## config.mk

```make
export PLATFORM = sky130hd
export DESIGN_NAME = kalman_filter_position_velocity
export DESIGN_NICKNAME = d
export VERILOG_FILES = /design/src/sv/kfpv_pkg.sv /design/src/sv/kfpv_mul.sv /design/src/sv/kfpv_div.sv /design/src/sv/kalman_filter_position_velocity.sv
export SDC_FILE = /design/constraint.sdc
export NUM_CORES = 2
export LEC_CHECK = 0
export BUFFER_PORTS_ARGS = -buffer_cell sky130_fd_sc_hd__buf_2
export CORE_ASPECT_RATIO = 0.8
export CORE_UTILIZATION = 40
export CTS_CLUSTER_DIAMETER = 150
export DETAILED_ROUTE_END_ITERATION = 10
export GPL_TIMING_DRIVEN = 0
export MAX_ROUTING_LAYER = met4
export PLACE_DENSITY_LB_ADDON = 0.15
export SYNTH_ARGS = -nofsm -noshare
export SYNTH_HDL_FRONTEND = slang
export SYNTH_HIERARCHICAL = 1
export SYNTH_SLANG_ARGS = --single-unit
export TNS_END_PERCENT = 10
```

## constraint.sdc

```tcl
create_clock -name clk -period 6.2 [get_ports clk]
set_input_delay 0.31 -clock clk [delete_from_list [all_inputs] [get_ports clk]]
set_output_delay 0.31 -clock clk [all_outputs]
set_load 0.02 [all_outputs]
```

## src/sv/kfpv_pkg.sv

```systemverilog
// Shared constants for the two-state position/velocity Kalman filter.
// No dependencies; imported by every module of the block.
package kfpv_pkg;

    localparam int DATA_WIDTH_DEF = 32;
    localparam int FRAC_BITS_DEF  = 16;

    // Port widths fixed by the interface.
    localparam int FIELD_WIDTH = 32;
    localparam int CFG_WIDTH   = 31;
    localparam int CFG_IDX_W   = 2;

    // Configuration register indexes.
    localparam logic [CFG_IDX_W-1:0] REG_TIME_STEP         = 2'd0;
    localparam logic [CFG_IDX_W-1:0] REG_PROCESS_NOISE     = 2'd1;
    localparam logic [CFG_IDX_W-1:0] REG_MEASUREMENT_NOISE = 2'd2;

    // Reset values of the registers, before saturation to the data range.
    localparam int TIME_STEP_RST         = 65536;
    localparam int PROCESS_NOISE_RST     = 66;
    localparam int MEASUREMENT_NOISE_RST = 65536;

    // Bits of the multiplier operand consumed per cycle.
    localparam int DIGIT_BITS = 8;

endpackage

```

## src/sv/kfpv_mul.sv

```systemverilog
// Digit-serial signed fixed-point multiplier: rounds half away from zero and saturates.
// Depends on kfpv_pkg.
module kfpv_mul
    import kfpv_pkg::*;
#(
    parameter int W = DATA_WIDTH_DEF,
    parameter int F = FRAC_BITS_DEF
)
(
    input  logic                clk,
    input  logic                rst_n,
    input  logic                start,
    input  logic signed [W-1:0] a,
    input  logic signed [W-1:0] b,
    output logic                done,
    output logic signed [W-1:0] result
);

    localparam int ND = (W + DIGIT_BITS - 1) / DIGIT_BITS;
    localparam int BW = ND * DIGIT_BITS;
    localparam int PW = 2 * W;
    localparam int CW = $clog2(ND + 1);

    logic [W-1:0]        ua_reg;
    logic [BW-1:0]       ub_reg;
    logic [PW-1:0]       acc_reg;
    logic [CW-1:0]       cnt_reg;
    logic                busy_reg;
    logic                neg_reg;
    logic                done_reg;
    logic signed [W-1:0] result_reg;

    logic [W-1:0]            mag_a;
    logic [W-1:0]            mag_b;
    logic [DIGIT_BITS-1:0]   digit;
    logic [W+DIGIT_BITS-1:0] partial;
    logic [PW-1:0]           acc_next;
    logic [PW:0]             rounded;
    logic [PW:0]             mag;
    logic [PW:0]             lim;
    logic [PW:0]             mag_sat;
    logic signed [W-1:0]     signed_res;

    always_comb
    begin
        mag_a    = a[W-1] ? W'(-a) : W'(a);
        mag_b    = b[W-1] ? W'(-b) : W'(b);
        digit    = ub_reg[BW-1 -: DIGIT_BITS];
        partial  = ua_reg * digit;
        acc_next = (acc_reg << DIGIT_BITS) + PW'(partial);
        rounded  = {1'b0, acc_reg} + ((PW+1)'(1) << (F - 1));
        mag      = rounded >> F;
        lim      = ((PW+1)'(1) << (W - 1)) - (neg_reg ? (PW+1)'(0) : (PW+1)'(1));
        mag_sat  = (mag > lim) ? lim : mag;
        signed_res = neg_reg ? -mag_sat[W-1:0] : mag_sat[W-1:0];
    end

    always_ff @(posedge clk or negedge rst_n)
    begin
        if (!rst_n)
        begin
            busy_reg <= 1'b0;
            done_reg <= 1'b0;
            cnt_reg  <= '0;
        end
        else
        begin
            done_reg <= 1'b0;
            if (start)
            begin
                busy_reg <= 1'b1;
                cnt_reg  <= CW'(ND);
            end
            else if (busy_reg)
            begin
                if (cnt_reg != '0)
                begin
                    cnt_reg <= cnt_reg - CW'(1);
                end
                else
                begin
                    busy_reg <= 1'b0;
                    done_reg <= 1'b1;
                end
            end
        end
    end

    always_ff @(posedge clk)
    begin
        if (start)
        begin
            ua_reg  <= mag_a;
            ub_reg  <= BW'(mag_b);
            acc_reg <= '0;
            neg_reg <= a[W-1] ^ b[W-1];
        end
        else if (busy_reg)
        begin
            if (cnt_reg != '0)
            begin
                acc_reg <= acc_next;
                ub_reg  <= ub_reg << DIGIT_BITS;
            end
            else
            begin
                result_reg <= signed_res;
            end
        end
    end

    assign done   = done_reg;
    assign result = result_reg;

endmodule

```

## src/sv/kfpv_div.sv

```systemverilog
// Radix-2 restoring divider for the gain: n * 2^F / d with d > 0, truncated, saturated.
// Depends on kfpv_pkg.
module kfpv_div
    import kfpv_pkg::*;
#(
    parameter int W = DATA_WIDTH_DEF,
    parameter int F = FRAC_BITS_DEF
)
(
    input  logic                clk,
    input  logic                rst_n,
    input  logic                start,
    input  logic signed [W-1:0] n,
    input  logic signed [W-1:0] d,
    output logic                done,
    output logic signed [W-1:0] result
);

    localparam int NQ = W + F;
    localparam int CW = $clog2(NQ + 1);

    logic [NQ-1:0]       nd_reg;
    logic [W-1:0]        rem_reg;
    logic [W-1:0]        d_reg;
    logic [NQ-1:0]       q_reg;
    logic [CW-1:0]       cnt_reg;
    logic                busy_reg;
    logic                neg_reg;
    logic                done_reg;
    logic signed [W-1:0] result_reg;

    logic [W-1:0]        mag_n;
    logic [W:0]          trial;
    logic                fits;
    logic [NQ-1:0]       lim;
    logic [NQ-1:0]       q_sat;
    logic signed [W-1:0] signed_res;

    always_comb
    begin
        mag_n = n[W-1] ? W'(-n) : W'(n);
        trial = {rem_reg, nd_reg[NQ-1]};
        fits  = trial >= {1'b0, d_reg};
        lim   = (NQ'(1) << (W - 1)) - (neg_reg ? NQ'(0) : NQ'(1));
        q_sat = (q_reg > lim) ? lim : q_reg;
        signed_res = neg_reg ? -q_sat[W-1:0] : q_sat[W-1:0];
    end

    always_ff @(posedge clk or negedge rst_n)
    begin
        if (!rst_n)
        begin
            busy_reg <= 1'b0;
            done_reg <= 1'b0;
            cnt_reg  <= '0;
        end
        else
        begin
            done_reg <= 1'b0;
            if (start)
            begin
                busy_reg <= 1'b1;
                cnt_reg  <= CW'(NQ);
            end
            else if (busy_reg)
            begin
                if (cnt_reg != '0)
                begin
                    cnt_reg <= cnt_reg - CW'(1);
                end
                else
                begin
                    busy_reg <= 1'b0;
                    done_reg <= 1'b1;
                end
            end
        end
    end

    always_ff @(posedge clk)
    begin
        if (start)
        begin
            nd_reg  <= {mag_n, F'(0)};
            rem_reg <= '0;
            q_reg   <= '0;
            d_reg   <= W'(d);
            neg_reg <= n[W-1];
        end
        else if (busy_reg)
        begin
            if (cnt_reg != '0)
            begin
                // The partial remainder stays below d, so it fits in W bits.
                rem_reg <= fits ? W'(trial - {1'b0, d_reg}) : trial[W-1:0];
                q_reg   <= {q_reg[NQ-2:0], fits};
                nd_reg  <= nd_reg << 1;
            end
            else
            begin
                result_reg <= signed_res;
            end
        end
    end

    assign done   = done_reg;
    assign result = result_reg;

endmodule

```

## src/sv/kalman_filter_position_velocity.sv

```systemverilog
// Top level of the two-state constant-velocity Kalman filter on a position sensor.
// Depends on kfpv_pkg, kfpv_mul and kfpv_div.
//
// Each measurement transaction runs one predict/update step on a single shared
// serial multiplier and a serial divider, driven by a small sequencer: nine
// products and two gain divisions, with in_ready low throughout the step. The
// step is longer when the previous result is still waiting to be taken. When the
// innovation variance is not positive the divisions are skipped. The result
// waits in an output register, so the next measurement is taken while it is held.
module kalman_filter_position_velocity
    import kfpv_pkg::*;
#(
    parameter int DATA_WIDTH = DATA_WIDTH_DEF,
    parameter int FRAC_BITS  = FRAC_BITS_DEF
)
(
    input  logic                   clk,
    input  logic                   rst_n,
    input  logic                   cfg_write,
    input  logic [CFG_IDX_W-1:0]   cfg_index,
    input  logic [CFG_WIDTH-1:0]   cfg_data,
    input  logic                   in_valid,
    output logic                   in_ready,
    input  logic signed [FIELD_WIDTH-1:0] measurement,
    output logic                   out_valid,
    input  logic                   out_ready,
    output logic signed [FIELD_WIDTH-1:0] position_estimate,
    output logic signed [FIELD_WIDTH-1:0] velocity_estimate
);

    localparam int W  = DATA_WIDTH;
    localparam int XW = ((W > FIELD_WIDTH) ? W : FIELD_WIDTH) + 2;

    localparam logic signed [XW-1:0] VMAX_X = XW'((64'd1 << (W - 1)) - 64'd1);
    localparam logic signed [XW-1:0] VMIN_X = -VMAX_X - XW'(1);

    localparam logic [2:0] ST_IDLE = 3'd0;
    localparam logic [2:0] ST_MUL  = 3'd1;
    localparam logic [2:0] ST_GAIN = 3'd2;
    localparam logic [2:0] ST_DIV0 = 3'd3;
    localparam logic [2:0] ST_DIV1 = 3'd4;
    localparam logic [2:0] ST_OUT  = 3'd5;

    localparam logic [3:0] MS_XP   = 4'd0;
    localparam logic [3:0] MS_M01  = 4'd1;
    localparam logic [3:0] MS_M00  = 4'd2;
    localparam logic [3:0] MS_PP00 = 4'd3;
    localparam logic [3:0] MS_POS  = 4'd4;
    localparam logic [3:0] MS_VEL  = 4'd5;
    localparam logic [3:0] MS_CP   = 4'd6;
    localparam logic [3:0] MS_CC   = 4'd7;
    localparam logic [3:0] MS_CV   = 4'd8;

    function automatic logic signed [W-1:0] sat(input logic signed [XW-1:0] x);
        logic signed [XW-1:0] c;
        c = (x > VMAX_X) ? VMAX_X : ((x < VMIN_X) ? VMIN_X : x);
        return c[W-1:0];
    endfunction

    function automatic logic signed [W-1:0] sadd(input logic signed [W-1:0] a,
                                                 input logic signed [W-1:0] b);
        return sat(XW'(a) + XW'(b));
    endfunction

    function automatic logic signed [W-1:0] ssub(input logic signed [W-1:0] a,
                                                 input logic signed [W-1:0] b);
        return sat(XW'(a) - XW'(b));
    endfunction

    logic [2:0]          state_reg, state_next;
    logic [3:0]          step_reg, step_next;
    logic                mul_issue_reg, mul_issue_next;
    logic                div_issue_reg, div_issue_next;
    logic                out_valid_reg, out_valid_next;

    logic signed [W-1:0] dt_reg, dt_next;
    logic signed [W-1:0] q_reg, q_next;
    logic signed [W-1:0] r_reg, r_next;
    logic signed [W-1:0] pos_reg, pos_next;
    logic signed [W-1:0] vel_reg, vel_next;
    logic signed [W-1:0] cp_reg, cp_next;
    logic signed [W-1:0] cc_reg, cc_next;
    logic signed [W-1:0] cv_reg, cv_next;
    logic signed [W-1:0] z_reg, z_next;
    logic signed [W-1:0] xp_reg, xp_next;
    logic signed [W-1:0] m00_reg, m00_next;
    logic signed [W-1:0] m01_reg, m01_next;
    logic signed [W-1:0] pp00_reg, pp00_next;
    logic signed [W-1:0] pp11_reg, pp11_next;
    logic signed [W-1:0] s_reg, s_next;
    logic signed [W-1:0] innov_reg, innov_next;
    logic signed [W-1:0] k0_reg, k0_next;
    logic signed [W-1:0] k1_reg, k1_next;
    logic signed [FIELD_WIDTH-1:0] pos_out_reg, pos_out_next;
    logic signed [FIELD_WIDTH-1:0] vel_out_reg, vel_out_next;

    logic signed [W-1:0] mul_a;
    logic signed [W-1:0] mul_b;
    logic                mul_done;
    logic signed [W-1:0] mul_res;
    logic signed [W-1:0] div_n;
    logic                div_done;
    logic signed [W-1:0] div_res;
    logic signed [W-1:0] s_calc;
    logic signed [W-1:0] cfg_val;

    kfpv_mul #(.W(W), .F(FRAC_BITS)) u_mul
    (
        .clk    (clk),
        .rst_n  (rst_n),
        .start  (mul_issue_reg),
        .a      (mul_a),
        .b      (mul_b),
        .done   (mul_done),
        .result (mul_res)
    );

    kfpv_div #(.W(W), .F(FRAC_BITS)) u_div
    (
        .clk    (clk),
        .rst_n  (rst_n),
        .start  (div_issue_reg),
        .n      (div_n),
        .d      (s_reg),
        .done   (div_done),
        .result (div_res)
    );

    assign div_n   = (state_reg == ST_DIV0) ? pp00_reg : m01_reg;
    assign s_calc  = sadd(pp00_reg, r_reg);
    assign cfg_val = sat(XW'(cfg_data));

    always_comb
    begin
        unique case (step_reg)
            MS_XP:   begin mul_a = dt_reg; mul_b = vel_reg;   end
            MS_M01:  begin mul_a = dt_reg; mul_b = cv_reg;    end
            MS_M00:  begin mul_a = dt_reg; mul_b = cc_reg;    end
            MS_PP00: begin mul_a = dt_reg; mul_b = m01_reg;   end
            MS_POS:  begin mul_a = k0_reg; mul_b = innov_reg; end
            MS_VEL:  begin mul_a = k1_reg; mul_b = innov_reg; end
            MS_CP:   begin mul_a = k0_reg; mul_b = pp00_reg;  end
            MS_CC:   begin mul_a = k0_reg; mul_b = m01_reg;   end
            MS_CV:   begin mul_a = k1_reg; mul_b = m01_reg;   end
            default: begin mul_a = dt_reg; mul_b = vel_reg;   end
        endcase
    end

    always_comb
    begin
        state_next     = state_reg;
        step_next      = step_reg;
        mul_issue_next = 1'b0;
        div_issue_next = 1'b0;
        out_valid_next = out_valid_reg;
        dt_next    = dt_reg;
        q_next     = q_reg;
        r_next     = r_reg;
        pos_next   = pos_reg;
        vel_next   = vel_reg;
        cp_next    = cp_reg;
        cc_next    = cc_reg;
        cv_next    = cv_reg;
        z_next     = z_reg;
        xp_next    = xp_reg;
        m00_next   = m00_reg;
        m01_next   = m01_reg;
        pp00_next  = pp00_reg;
        pp11_next  = pp11_reg;
        s_next     = s_reg;
        innov_next = innov_reg;
        k0_next    = k0_reg;
        k1_next    = k1_reg;
        pos_out_next = pos_out_reg;
        vel_out_next = vel_out_reg;

        if (out_valid_reg && out_ready)
        begin
            out_valid_next = 1'b0;
        end

        if (cfg_write)
        begin
            if (cfg_index == REG_TIME_STEP)
            begin
                dt_next = cfg_val;
            end
            else if (cfg_index == REG_PROCESS_NOISE)
            begin
                q_next = cfg_val;
            end
            else if (cfg_index == REG_MEASUREMENT_NOISE)
            begin
                r_next = cfg_val;
            end
        end

        unique case (state_reg)
            ST_IDLE:
            begin
                if (in_valid)
                begin
                    z_next         = sat(XW'(measurement));
                    step_next      = MS_XP;
                    mul_issue_next = 1'b1;
                    state_next     = ST_MUL;
                end
            end
            ST_MUL:
            begin
                if (mul_done)
                begin
                    mul_issue_next = 1'b1;
                    step_next      = step_reg + 4'd1;
                    unique case (step_reg)
                        MS_XP:   xp_next  = sadd(pos_reg, mul_res);
                        MS_M01:  m01_next = sadd(cc_reg, mul_res);
                        MS_M00:  m00_next = sadd(cp_reg, mul_res);
                        MS_PP00:
                        begin
                            pp00_next      = sadd(sadd(m00_reg, mul_res), q_reg);
                            pp11_next      = sadd(cv_reg, q_reg);
                            mul_issue_next = 1'b0;
                            state_next     = ST_GAIN;
                        end
                        MS_POS:  pos_next = sadd(xp_reg, mul_res);
                        MS_VEL:  vel_next = sadd(vel_reg, mul_res);
                        MS_CP:   cp_next  = ssub(pp00_reg, mul_res);
                        MS_CC:   cc_next  = ssub(m01_reg, mul_res);
                        MS_CV:
                        begin
                            cv_next        = ssub(pp11_reg, mul_res);
                            mul_issue_next = 1'b0;
                            state_next     = ST_OUT;
                        end
                        default:
                        begin
                            mul_issue_next = 1'b0;
                            state_next     = ST_IDLE;
                        end
                    endcase
                end
            end
            ST_GAIN:
            begin
                s_next     = s_calc;
                innov_next = sat(XW'(z_reg) - XW'(xp_reg));
                step_next  = MS_POS;
                // A non-positive innovation variance gives zero gain.
                if (s_calc <= 0)
                begin
                    k0_next        = '0;
                    k1_next        = '0;
                    mul_issue_next = 1'b1;
                    state_next     = ST_MUL;
                end
                else
                begin
                    div_issue_next = 1'b1;
                    state_next     = ST_DIV0;
                end
            end
            ST_DIV0:
            begin
                if (div_done)
                begin
                    k0_next        = div_res;
                    div_issue_next = 1'b1;
                    state_next     = ST_DIV1;
                end
            end
            ST_DIV1:
            begin
                if (div_done)
                begin
                    k1_next        = div_res;
                    mul_issue_next = 1'b1;
                    state_next     = ST_MUL;
                end
            end
            ST_OUT:
            begin
                if (!out_valid_reg || out_ready)
                begin
                    pos_out_next   = FIELD_WIDTH'(XW'(pos_reg));
                    vel_out_next   = FIELD_WIDTH'(XW'(vel_reg));
                    out_valid_next = 1'b1;
                    state_next     = ST_IDLE;
                end
            end
            default:
            begin
                state_next = ST_IDLE;
            end
        endcase
    end

    always_ff @(posedge clk or negedge rst_n)
    begin
        if (!rst_n)
        begin
            state_reg     <= ST_IDLE;
            step_reg      <= MS_XP;
            mul_issue_reg <= 1'b0;
            div_issue_reg <= 1'b0;
            out_valid_reg <= 1'b0;
            dt_reg  <= sat(XW'(TIME_STEP_RST));
            q_reg   <= sat(XW'(PROCESS_NOISE_RST));
            r_reg   <= sat(XW'(MEASUREMENT_NOISE_RST));
            pos_reg <= '0;
            vel_reg <= '0;
            cp_reg  <= sat(XW'(1) << FRAC_BITS);
            cc_reg  <= '0;
            cv_reg  <= sat(XW'(1) << FRAC_BITS);
        end
        else
        begin
            state_reg     <= state_next;
            step_reg      <= step_next;
            mul_issue_reg <= mul_issue_next;
            div_issue_reg <= div_issue_next;
            out_valid_reg <= out_valid_next;
            dt_reg  <= dt_next;
            q_reg   <= q_next;
            r_reg   <= r_next;
            pos_reg <= pos_next;
            vel_reg <= vel_next;
            cp_reg  <= cp_next;
            cc_reg  <= cc_next;
            cv_reg  <= cv_next;
        end
    end

    always_ff @(posedge clk)
    begin
        z_reg       <= z_next;
        xp_reg      <= xp_next;
        m00_reg     <= m00_next;
        m01_reg     <= m01_next;
        pp00_reg    <= pp00_next;
        pp11_reg    <= pp11_next;
        s_reg       <= s_next;
        innov_reg   <= innov_next;
        k0_reg      <= k0_next;
        k1_reg      <= k1_next;
        pos_out_reg <= pos_out_next;
        vel_out_reg <= vel_out_next;
    end

    assign in_ready          = (state_reg == ST_IDLE);
    assign out_valid         = out_valid_reg;
    assign position_estimate = pos_out_reg;
    assign velocity_estimate = vel_out_reg;

endmodule
```

==> metrics.cfg <==
[outcome]
status=complete, no violations

[power_and_ir_drop]
combPwrFrac_pct=10.6
leakage_nw=37.2
ir_worst_vdd_mv=0.244
p_per_area_nw_per_um2=183
p_seq_share_pct=46.0
switching_power_w=0.00423
p_clk_share_pct=43.4
p_int_w=0.0117
power_w=0.0159
swShare_pct=26.6

[timing]
fmax_ghz=0.162
period_share_pct=99.6
maxSlewViolCount=0
fin_skew_ps=75.1
final_hold_viol_count=0
period_minus_slack_ps=6180
tightest_slew_ps=1280
slew_headroom_pct=14.4
grt_setup_unrepaired=true
setup_viol=0

[finish]
final_cells=11347
multi_input_area_sq_um=47200
design_area_sq_um=87200
syn_to_final_growth_pct=12.8
fin_util_pct=45.7
largest_register_ffs=64
nets=9583
seqCellArea_sq_um=27200
fillCellCount=18321
drive_gt1_share_pct=9.18

[floorplanning]
dieArea_sq_um=195000
die_x_um=493
initial_utilization_pct=40.5
rows=143
fp.dieH_um=395
core_area_sq_um=191000
pin_count=136

[synth]
synth_nets=9209
synth_edf_count=578
yosysSeqAreaShare_pct=35.1
netlist_area_sq_um=77300
synth_top_flop_cell=edfxtp_1
yosys_warnings=6
async_flop_share_pct=27.7
synthCells=8324
synth.avg_cell_area_sq_um=9.28
synth_seq_cells=998
synthDistinctLibCells=121

[min_path]
hold_class=in -> reg
whs_path_depth=3
holdPathEnd=dt_reg[30]
holdCritStartpoint=cfg_index[0]

[run]
maxCapViolations=0

[clock_tree]
cts_tree=done
clock_path_buffers=3
cts-root-buf=clkbuf_16
cts.sinks=998
htreeDepth=3
cts.reportedPaths.clkPinSlew_ps=70
clk-insertion-delay-late_ps=800
cts-buffers-inserted=109

[route]
avgRoutedWirePerCell_um=26.3
first_iter_violations=7149
drc_errors=0
vias_per_cell=5.95
first_pass_iters=10
wl_um=298000
num_vias=67559
detail-route-antenna-nets=0

[setup_path]
reg2reg_from=u_mul/result[0]
cp.buffers_inverters=3
cp_data_required_time_ps=6680
arrival_ps=6660
max_stage_delay_ps=550
critPathCaptureType=register
cp-start-kind=register
crit_path_top_delay_cell=edfxtp_1
critical_path.top_delay_family=compound AO/OA/AOI/OAI gates
r2r_end=pp00_reg[14]
r2r_slack_ps=20
reg2reg_depth=28
critPathMaxFanout=7
critPathKind=reg -> reg

[placement]
place_congestion=1.01
postPlaceCellArea_sq_um=81400
post-dp-hpwl_um=230000
portBuffers=103
dpl.cell_count=10979

[global_routing]
antenna_found_initial=27
grt_pass1_wl_um=432000
grt_pass1_vias=63515
grt-ovfl-total=0
grt.total_usage_pct=30.8
grt_max_degree=101

[metrics by stage]
stage               TNS (ps)  setup WS, ps  hold slack, ps
finish                     0          22.9            39.6
CTS                     -670          -122            1.81
detailed placement    -95110         -2290             374
global placement     -620240         -3700             402
floorplan                  0          70.1            14.4
global route           -3680          -188            29.7
[area by class of cell]
| class | count | area share [%] |
|---|---|---|
| Multi-Input combinational cell | 6407 | 54.1 |
| Sequential cell | 998 | 31.2 |
| Tap cell | 2537 | 3.64 |
| Clock buffer | 137 | 3.34 |
| Timing Repair Buffer | 263 | 2.46 |
| Inverter | 547 | 2.36 |
| Buffer | 372 | 1.95 |
| Clock inverter | 71 | 0.934 |
| Antenna cell | 15 | 0.0431 |
[placed cells by master (no fill, tap or decap), types with 45 or more instances in the layout]
cell type	synthesis	routed
a211oi_1	59	57
a21o_1	311	311
a21oi_1	694	674
a22oi_1	100	99
a31oi_1	63	60
a41oi_1	46	45
and2_1	288	288
and3_1	75	71
buf_2	36	141
buf_4	7	76
clkbuf_1	301	287
clkbuf_16	0	111
dfrtp_1	270	268
dfxtp_1	144	144
dlygate4sd3_1	0	65
edfxtp_1	578	578
fa_1	225	224
ha_1	590	575
inv_1	546	542
maj3_1	64	64
mux2_2	100	100
nand2_1	826	815
nand2b_1	84	84
nand3_1	144	143
nand4_1	69	69
nor2_1	451	447
nor2b_1	63	63
nor3_1	149	147
o211ai_1	46	46
o21a_1	75	75
o21ai_0	516	486
o21ai_1	39	51
o21ai_2	31	47
o21bai_1	50	50
o31ai_1	79	77
or3_1	55	54
xnor2_1	321	320
xor2_1	228	227
[worst max-delay path by stage]
| stage | end | cells past startpoint | slack [ps] | start |
|---|---|---|---|---|
| global route | pp00_reg[14] | 28 | -190 | u_mul/result[0] |
| finish | pp00_reg[14] | 28 | 20 | u_mul/result[0] |
| detailed placement | pp00_reg[26] | 27 | -2290 | u_mul/result[1] |
| CTS | u_mul/acc_reg[47] | 19 | -120 | u_mul/ub_reg[31] |
| floorplan | pp00_reg[18] | 28 | 70 | u_mul/result[1] |
| global placement | k1_reg[25] | 13 | -3700 | pp00_reg[0] |
[timing repair]
item | in CTS | in global routing
pin swaps | 36 | 36
buffers inserted | 53 | 23
setup endpoints to repair | 94 | 106
cloned | 3 | 1
endpoints found under the hold margin | 205 | 0
resized for setup | 111 | 96
hold buffers | 65 | 0
[power groups by stage]
stage | Combinational [W] | Clock, W | Sequential, W
after floorplan | 0.00104 | 0 | 0.00736
after global placement | 0.00142 | 0 | 0.00744
after detailed placement | 0.00144 | 0 | 0.00744
after CTS | 0.00159 | 0.00703 | 0.00731
after global routing | 0.00185 | 0.00724 | 0.00733
final | 0.00169 | 0.00690 | 0.00732
[worst reg2reg max path, delay by kind of cell, from the launching register on]
family | cells | cell delay (ps)
DFF | 1 | 550
AOI/OAI and AO/OA | 15 | 2760
buffers and inverters | 3 | 450
adders and majority gates | 3 | 830
muxes | 1 | 170
and+or+nand+nor | 6 | 1140
[cell usage after synthesis, drive strengths merged, types with 225 or more instances]
| cell type | number | area [sq um] |
|---|---|---|
| and2 | 290 | 1810 |
| a21oi | 696 | 3490 |
| xor2 | 228 | 2000 |
| dfrtp | 270 | 6760 |
| clkbuf | 303 | 1140 |
| edfxtp | 578 | 17400 |
| nor2 | 452 | 1700 |
| ha | 590 | 7380 |
| inv | 546 | 2050 |
| a21o | 311 | 2330 |
| fa | 225 | 4500 |
| xnor2 | 322 | 2830 |
| o21ai | 586 | 3050 |
| nand2 | 828 | 3110 |
[per-layer routing]
metal	global-route usage [%]	share of wire [%]	vias to the layer above
li1	-	-	30881
met1	44.5	47	33617
met2	44.0	42	2615
met3	5.19	8.1	446
met4	8.82	3.3	0
met5	-	0	-
[logic make-up after synthesis]
family	count (synthesis)	synth area share (%)
AOI/OAI and AO/OA	2442	20.5
xor gates and xnor gates	550	6.24
adders and majority gates	880	16.2
buffers and inverters	919	4.69
DFF	998	35.1
muxes	128	1.82
and+or+nand+nor	2407	15.4
(Power assumes the default switching activity.)
